===== src/sv/ssr_pkg.sv =====
`timescale 1ns / 1ps
// ----------------------------------------------------------------------------
// Seven-segment string renderer package
// Character codes, glyph patterns and the image and context types that the
// decode stage and the top level share.
// ----------------------------------------------------------------------------
package ssr_pkg;

	localparam int NUM_DIGITS = 6;
	localparam int POS_W      = 3;   // holds 0..NUM_DIGITS
	localparam int SEG_W      = 7;
	localparam int POINTS     = 4;

	// Character codes that the decoder recognises.
	localparam logic [7:0] CH_ZERO    = 8'd48;
	localparam logic [7:0] CH_NINE    = 8'd57;
	localparam logic [7:0] CH_POINT   = 8'd46;
	localparam logic [7:0] CH_LOWER_C = 8'h63;
	localparam logic [7:0] CH_LOWER_P = 8'h70;
	localparam logic [7:0] CH_PERCENT = 8'h25;

	// Glyph codes beyond the decimal digits.
	localparam logic [3:0] GLYPH_C = 4'd10;
	localparam logic [3:0] GLYPH_P = 4'd11;

	typedef logic [SEG_W-1:0] seg_t;

	typedef struct packed {
		seg_t [NUM_DIGITS-1:0] segs;
		logic [POINTS-1:0]     points;
		logic                  degree;
		logic                  percent;
		logic [POS_W-1:0]      pos;
	} image_t;

	// Facts about the string index that the decoder needs.
	typedef struct packed {
		logic       first;      // first character of a string
		logic       point_ok;   // index lies in the range that may carry a point
		logic [1:0] point_sel;  // which decimal point a '.' lights
	} ctx_t;

	// Segment pattern, bit0 = a through bit6 = g.
	function automatic seg_t glyph(input logic [3:0] code);
		seg_t g;
		unique case (code)
			4'd0:    g = 7'h3F;
			4'd1:    g = 7'h06;
			4'd2:    g = 7'h5B;
			4'd3:    g = 7'h4F;
			4'd4:    g = 7'h66;
			4'd5:    g = 7'h6D;
			4'd6:    g = 7'h7D;
			4'd7:    g = 7'h07;
			4'd8:    g = 7'h7F;
			4'd9:    g = 7'h6F;
			GLYPH_C: g = 7'h39;
			GLYPH_P: g = 7'h73;
			default: g = '0;
		endcase
		return g;
	endfunction

endpackage


===== src/sv/ssr_if.sv =====
`timescale 1ns / 1ps
// ----------------------------------------------------------------------------
// Seven-segment string renderer channels
// Valid/ready channels for the character input and the rendered image output.
// ----------------------------------------------------------------------------
interface ssr_char_if;
	logic       valid;
	logic       ready;
	logic [7:0] character;

	modport source (output valid, output character, input ready);
	modport sink   (input valid, input character, output ready);
endinterface

interface ssr_image_if;
	logic       valid;
	logic       ready;
	logic [6:0] digit0_segments;
	logic [6:0] digit1_segments;
	logic [6:0] digit2_segments;
	logic [6:0] digit3_segments;
	logic [6:0] digit4_segments;
	logic [6:0] digit5_segments;
	logic [3:0] point_marks;
	logic       degree_mark;
	logic       percent_mark;
	logic       string_done;

	modport source (
		output valid, output digit0_segments, output digit1_segments,
		output digit2_segments, output digit3_segments, output digit4_segments,
		output digit5_segments, output point_marks, output degree_mark,
		output percent_mark, output string_done, input ready
	);
	modport sink (
		input valid, input digit0_segments, input digit1_segments,
		input digit2_segments, input digit3_segments, input digit4_segments,
		input digit5_segments, input point_marks, input degree_mark,
		input percent_mark, input string_done, output ready
	);
endinterface


===== src/sv/seven_segment_string_renderer_unit.sv =====
`timescale 1ns / 1ps
// ----------------------------------------------------------------------------
// Seven-segment string renderer
// Builds a six-digit seven-segment image from strings of characters.
// ----------------------------------------------------------------------------
// Usage: characters arrive one per beat on the text channel, grouped into
// strings of STRING_LENGTH characters. Every accepted character yields one
// beat on the display channel carrying the whole image as it stands after
// that character, with string_done set on the last character of a string.
// The first character of each string blanks the image before it is drawn.
// The result is registered: a character accepted is presented in the
// cycle after. Throughput is one character per cycle unless the display
// side stalls, set by the single decode stage between the string state
// and the result register. While a result waits, text.ready stays high
// when the receiver takes that result in the same cycle; if the display
// side stalls, the result holds and text.ready falls until it is taken.
// Reset clears the string index, the digit position, the image and the
// result valid, so the first character after reset starts a new string.
// ----------------------------------------------------------------------------
module seven_segment_string_renderer_unit #(
	parameter int STRING_LENGTH = 7
) (
	input  logic        clk,
	input  logic        arst_n,
	ssr_char_if.sink    text,
	ssr_image_if.source display
);
	import ssr_pkg::*;

	localparam int IDX_W = $clog2(STRING_LENGTH);

	// String state, updated as each character is accepted.
	logic [IDX_W-1:0] idx_q;
	image_t           image_q;

	// Result register.
	logic             out_valid_q;
	image_t           out_image_q;
	logic             out_done_q;

	logic             accept;
	logic             last;
	logic [IDX_W-1:0] idx_m1;
	ctx_t             ctx;
	image_t           image_next;

	// A new character may enter whenever the result register is empty or is
	// being emptied in this cycle.
	assign text.ready = !out_valid_q || display.ready;
	assign accept     = text.valid && text.ready;

	// Index facts for the decoder: a point is honoured at indices one to four
	// and lights the point to the left of its index.
	always_comb begin
		idx_m1        = idx_q - IDX_W'(1);
		last          = (idx_q == IDX_W'(STRING_LENGTH - 1));
		ctx.first     = (idx_q == '0);
		ctx.point_ok  = (idx_q >= IDX_W'(1)) && (idx_q <= IDX_W'(4));
		ctx.point_sel = idx_m1[1:0];
	end

	ssr_decode u_decode (
		.character (text.character),
		.ctx       (ctx),
		.cur       (image_q),
		.nxt       (image_next)
	);

	always_ff @(posedge clk or negedge arst_n) begin
		if (!arst_n) begin
			idx_q       <= '0;
			image_q     <= '0;
			out_valid_q <= 1'b0;
		end else begin
			if (accept) begin
				idx_q   <= last ? '0 : idx_q + IDX_W'(1);
				image_q <= image_next;
			end
			if (accept) begin
				out_valid_q <= 1'b1;
			end else if (display.ready) begin
				out_valid_q <= 1'b0;
			end
		end
	end

	// Result payload needs no reset; it is only looked at while valid.
	always_ff @(posedge clk) begin
		if (accept) begin
			out_image_q <= image_next;
			out_done_q  <= last;
		end
	end

	assign display.valid           = out_valid_q;
	assign display.digit0_segments = out_image_q.segs[0];
	assign display.digit1_segments = out_image_q.segs[1];
	assign display.digit2_segments = out_image_q.segs[2];
	assign display.digit3_segments = out_image_q.segs[3];
	assign display.digit4_segments = out_image_q.segs[4];
	assign display.digit5_segments = out_image_q.segs[5];
	assign display.point_marks     = out_image_q.points;
	assign display.degree_mark     = out_image_q.degree;
	assign display.percent_mark    = out_image_q.percent;
	assign display.string_done     = out_done_q;

endmodule


===== src/sv/ssr_decode.sv =====
`timescale 1ns / 1ps
// ----------------------------------------------------------------------------
// Seven-segment string renderer character decoder
// Classifies one character and derives the next image from the current one.
// ----------------------------------------------------------------------------
module ssr_decode (
	input  logic [7:0]      character,
	input  ssr_pkg::ctx_t   ctx,
	input  ssr_pkg::image_t cur,
	output ssr_pkg::image_t nxt
);
	import ssr_pkg::*;

	image_t     base;
	logic       is_digit;
	logic       is_c;
	logic       is_p;
	logic       is_point;
	logic       is_pct;
	logic       draw;
	logic       on_screen;
	logic [3:0] code;
	logic [7:0] digit_off;
	seg_t       pattern;

	always_comb begin
		// The first character of a string starts from a blank image.
		base = cur;
		if (ctx.first) begin
			base = '0;
		end

		digit_off = character - CH_ZERO;
		is_digit  = (character >= CH_ZERO) && (character <= CH_NINE);
		is_c      = (character == CH_LOWER_C);
		is_p      = (character == CH_LOWER_P);
		is_point  = (character == CH_POINT) && ctx.point_ok;
		is_pct    = (character == CH_PERCENT);
		draw      = is_digit || is_c || is_p;

		code = GLYPH_P;
		if (is_digit) begin
			code = digit_off[3:0];
		end else if (is_c) begin
			code = GLYPH_C;
		end
		pattern = glyph(code);

		on_screen = (base.pos < POS_W'(NUM_DIGITS));

		nxt = base;
		for (int k = 0; k < NUM_DIGITS; k++) begin
			if (draw && (base.pos == POS_W'(k))) begin
				nxt.segs[k] = base.segs[k] | pattern;
			end
		end
		if (is_point) begin
			nxt.points[ctx.point_sel] = 1'b1;
		end
		if (is_c) begin
			nxt.degree = 1'b1;
		end
		if (is_pct) begin
			nxt.percent = 1'b1;
		end
		// Everything but a mark moves on one position, saturating past the
		// last digit.
		if (!(is_point || is_pct) && on_screen) begin
			nxt.pos = base.pos + POS_W'(1);
		end
	end

endmodule

===== src/flat_wrapper.sv =====
// flat-port wrapper written by rule: the top's interface ports become plain ports
module seven_segment_string_renderer_unit_flat import ssr_pkg::*;
#(
	parameter int STRING_LENGTH = 7
)
  (clk, arst_n, text_valid, text_character, text_ready, display_valid, display_digit0_segments, display_digit1_segments, display_digit2_segments, display_digit3_segments, display_digit4_segments, display_digit5_segments, display_point_marks, display_degree_mark, display_percent_mark, display_string_done, display_ready);
  ssr_char_if text_i ();
  ssr_image_if display_i ();
  input  logic clk;
  input  logic arst_n;
  input wire logic [$bits(text_i.valid)-1:0] text_valid;
  input wire logic [$bits(text_i.character)-1:0] text_character;
  output wire logic [$bits(text_i.ready)-1:0] text_ready;
  output wire logic [$bits(display_i.valid)-1:0] display_valid;
  output wire logic [$bits(display_i.digit0_segments)-1:0] display_digit0_segments;
  output wire logic [$bits(display_i.digit1_segments)-1:0] display_digit1_segments;
  output wire logic [$bits(display_i.digit2_segments)-1:0] display_digit2_segments;
  output wire logic [$bits(display_i.digit3_segments)-1:0] display_digit3_segments;
  output wire logic [$bits(display_i.digit4_segments)-1:0] display_digit4_segments;
  output wire logic [$bits(display_i.digit5_segments)-1:0] display_digit5_segments;
  output wire logic [$bits(display_i.point_marks)-1:0] display_point_marks;
  output wire logic [$bits(display_i.degree_mark)-1:0] display_degree_mark;
  output wire logic [$bits(display_i.percent_mark)-1:0] display_percent_mark;
  output wire logic [$bits(display_i.string_done)-1:0] display_string_done;
  input wire logic [$bits(display_i.ready)-1:0] display_ready;
  assign text_i.valid = text_valid;
  assign text_i.character = text_character;
  assign text_ready = text_i.ready;
  assign display_valid = display_i.valid;
  assign display_digit0_segments = display_i.digit0_segments;
  assign display_digit1_segments = display_i.digit1_segments;
  assign display_digit2_segments = display_i.digit2_segments;
  assign display_digit3_segments = display_i.digit3_segments;
  assign display_digit4_segments = display_i.digit4_segments;
  assign display_digit5_segments = display_i.digit5_segments;
  assign display_point_marks = display_i.point_marks;
  assign display_degree_mark = display_i.degree_mark;
  assign display_percent_mark = display_i.percent_mark;
  assign display_string_done = display_i.string_done;
  assign display_i.ready = display_ready;
  seven_segment_string_renderer_unit #(.STRING_LENGTH(STRING_LENGTH)) u_core (.clk(clk), .arst_n(arst_n), .text(text_i), .display(display_i));
endmodule

===== config.mk =====
export PLATFORM = sky130hd
export DESIGN_NAME = seven_segment_string_renderer_unit_flat
export DESIGN_NICKNAME = d
export VERILOG_FILES = /design/src/sv/ssr_pkg.sv /design/src/sv/ssr_if.sv /design/src/sv/seven_segment_string_renderer_unit.sv /design/src/sv/ssr_decode.sv /design/src/flat_wrapper.sv
export SDC_FILE = /design/constraint.sdc
export NUM_CORES = 1
export LEC_CHECK = 0
export BUFFER_PORTS_ARGS = -buffer_cell sky130_fd_sc_hd__buf_2
export CAP_MARGIN = 10
export CORE_UTILIZATION = 50
export CTS_CLUSTER_SIZE = 10
export DETAILED_ROUTE_END_ITERATION = 10
export HOLD_SLACK_MARGIN = 0.02
export PLACE_DENSITY = 0.8
export SYNTH_ARGS = -nofsm -noshare
export SYNTH_HDL_FRONTEND = slang
export SYNTH_HIERARCHICAL = 1
export SYNTH_SLANG_ARGS = --single-unit

===== constraint.sdc =====
create_clock -name clk -period 2.25 [get_ports clk]
set_input_delay 0.225 -clock clk [delete_from_list [all_inputs] [get_ports clk]]
set_output_delay 0.225 -clock clk [all_outputs]
set_load 0.005 [all_outputs]

==> results.cfg <==
[placed_design]
dp_hpwl_um = 6110
placed_cells = 514
gp_congestion = 0.832
io_buffers = 62
post-place-ws_ps = -3.33

[logic_synthesis]
syn_nets = 341
synthArstFlopShare = 0.529
syn_area_um2 = 4960
synth_most_common_cell = dfrtp_1
syn_inst = 315
synth_edf_count = 49
synth_top_area_cell = edfxtp_1
synth_common_cells = 55 x dfrtp_1, 49 x edfxtp_1, 47 x o2bb2ai_1, 46 x mux2_4, 17 x inv_1
synth.distinct_cells = 45
synth_top_cell_area_share = 0.297
syn_avg_cell_area_um2 = 15.7
yosys_most_used_dff = dfrtp_1
ys_ff_latch = 104
synth.top_cells.by_area = edfxtp_1 30%, dfrtp_1 28%, mux2_4 14%, o2bb2ai_1 8.3%, ha_1 3.5%
synth.yosys.seq_area_share = 0.574
yosysWarnings = 6

[cells_and_area]
syn_to_final_growth_pct = 15.8
antenna_cells = 0
nFillCells = 739
post-route-util = 0.610
layout-drive-gt1-share = 0.432
final_cells = 532
multi_input_area_um2 = 1950
nets = 424
regArea_um2 = 2850

[sta]
setup_ws_ps = 104
clock_skew_ps = 11.8
setup_viol_count_final = 0
min_period_ps = 2150
post-route-period-util = 0.954
maxSlewHeadroom = 0.643
clock.fmax_mhz = 466
hold_viol_final = 0
tightest_slew_ps = 535
slew_viol_final = 0

[routing]
ant_nets = 0
drc = 0
wire_per_inst_um = 17.7
routed_wl_um = 9430
vias_per_cell = 5.48
vias = 2914
first_pass_iters = 4
drt-initial-drc-count = 107

[power_and_ir_drop]
irDropWorstVdd_mv = 0.641
power_density_nw_per_um2 = 901
p_leak_nw = 2.55

[grt]
grt_pass1_wl_um = 15100
first_global_vias = 2929
overflow = 0
track_usage = 0.195
grt_max_degree = 56
antenna_found_initial = 0

[die]
die-area_um2 = 10300
fp-row-count = 35
ios = 63
start_util = 0.527
die_h_um = 102
die_x_um = 102
fp.coreArea_um2 = 9420

[setup_path]
cp_data_arrival_time_ps = 2400
path_class = register to register
cp-end-kind = register
crit_required_ps = 2510
worstPathMaxFanout = 7
start_kind = register

[clock_tree]
insertion_delay_ps = 370
numCtsBuffers = 9
cts.htree.levels = 3
root_buffer = clkbuf_8
clock-sinks = 104
clock_tree.buffer_depth = 2
cts_tree = yes
clk_pin_slew_worst_paths_ps = 100

[hold_path]
hold_class = input pin to register

[outcome]
status = completed

[run]
maxCapViolations = 0
==> routing by layer <==
layer	global-route usage	up-vias	wire length (um)
met1	0.270	1474	4310
met5	0	-	0
li1	-	1357	-
met3	0.0580	7	546
met2	0.304	76	4500
met4	0.0412	0	61
==> power breakdown <==
part	internal (mW)	switching, mW	total [mW]	leakage, nW
registers	2.37	0.185	2.56	1.23
clock network	0.431	0.691	1.12	0.0950
logic	0.772	0.726	1.50	1.23
==> per-stage QoR <==
| stage | hold WS (ps) | TNS, ps | cell area [um^2] | total power [mW] |
|---|---|---|---|---|
| 2_1_floorplan | -70.6 | 0 | 4960 | 3.60 |
| 3_3_place_gp | 253 | 0 | 5490 | 3.97 |
| 3_5_place_dp | 255 | -3.33 | 5490 | 4.03 |
| 4_1_cts | 91.9 | -56.8 | 5690 | 5.16 |
| 5_1_grt | 90.9 | -24.6 | 5740 | 5.46 |
| 6_report | 112 | 0 | 5740 | 5.18 |
==> path summary, 6_finish.rpt <==
| kind | to | slack [ps] | startpoint | cells past startpoint |
|---|---|---|---|---|
| max in group asynchronous | u_core/image_q[47] | 1590 | arst_n | 3 |
| worst min-delay path | u_core/display.valid | 110 | text_valid | 2 |
| worst max register to register | u_core/image_q[36] | 100 | u_core/idx_q[0] | 11 |
| min in group asynchronous | u_core/image_q[26] | 380 | arst_n | 3 |
| worst min register to register | u_core/image_q[3] | 520 | u_core/image_q[3] | 1 |
| worst max-delay path | u_core/image_q[36] | 100 | u_core/idx_q[0] | 11 |
==> cell type report <==
cell class              count  share of cell area
flip-flops and latches    104               0.496
inverters                  17              0.0111
repair buffers             85              0.0932
clock inverters             6              0.0105
well taps                 129              0.0281
multi-input cells         181               0.339
clock buffers              10              0.0222
==> state kept, by name, summed over array words and instances (netlist names) <==
name and count:
u_core/display.point_marks 4, u_core/display.digit5_segments 7, u_core/display.digit3_segments 7, u_core/display.percent_mark 1, u_core/idx_q 3, u_core/display.digit2_segments 7, u_core/display.digit4_segments 7, u_core/display.digit1_segments 7
u_core/display.digit0_segments 7, u_core/display.string_done 1, u_core/image_q 51, u_core/display.degree_mark 1, u_core/display.valid 1
==> critical path, stage by stage, from the launching register on <==
cell       delay [ps]
dfrtp_1           410
inv_1              90
ha_2              180
nor2b_4           160
inv_1              80
nand2_2            90
inv_1              80
ha_1              210
ha_2              190
o21ai_4           140
o2bb2ai_2         130
mux2_4            270
==> cells by family (layout without fill, tap and decap cells) <==
family	Yosys count	in the layout	synth area share
xor+xnor	1	1	0.00177
compound gates	71	71	0.132
simple gates	37	37	0.0489
flops	104	104	0.574
fa+ha+maj	14	14	0.0353
mux	58	58	0.165
buf+inv	30	118	0.0431
==> cells in the final DEF, fill, tap and decap left out, drive strengths merged, types with 2 or more instances in the layout <==
cell type / n
o21bai: 2
nor2: 4
buf: 84
nand4b: 2
or3b: 2
nor2b: 5
o21a: 2
o211ai: 3
clkbuf: 10
or2b: 2
clkinv: 2
a21oi: 6
nand2: 9
edfxtp: 49
o2bb2ai: 47
dfrtp: 55
inv: 21
mux2i: 5
nand2b: 4
mux2: 53
nor3b: 2
o21ai: 6
and2: 2
ha: 14
==> what timing repair did <==
| action | in CTS | in global routing |
|---|---|---|
| endpoints found under the hold margin | 55 | 0 |
| hold buffers | 1 | 0 |
| setup endpoints to repair | 4 | 53 |
| buffers inserted | 0 | 1 |
| pin swaps | 0 | 0 |
| resized for setup | 0 | 11 |
Power figures use the tool's default switching activity.
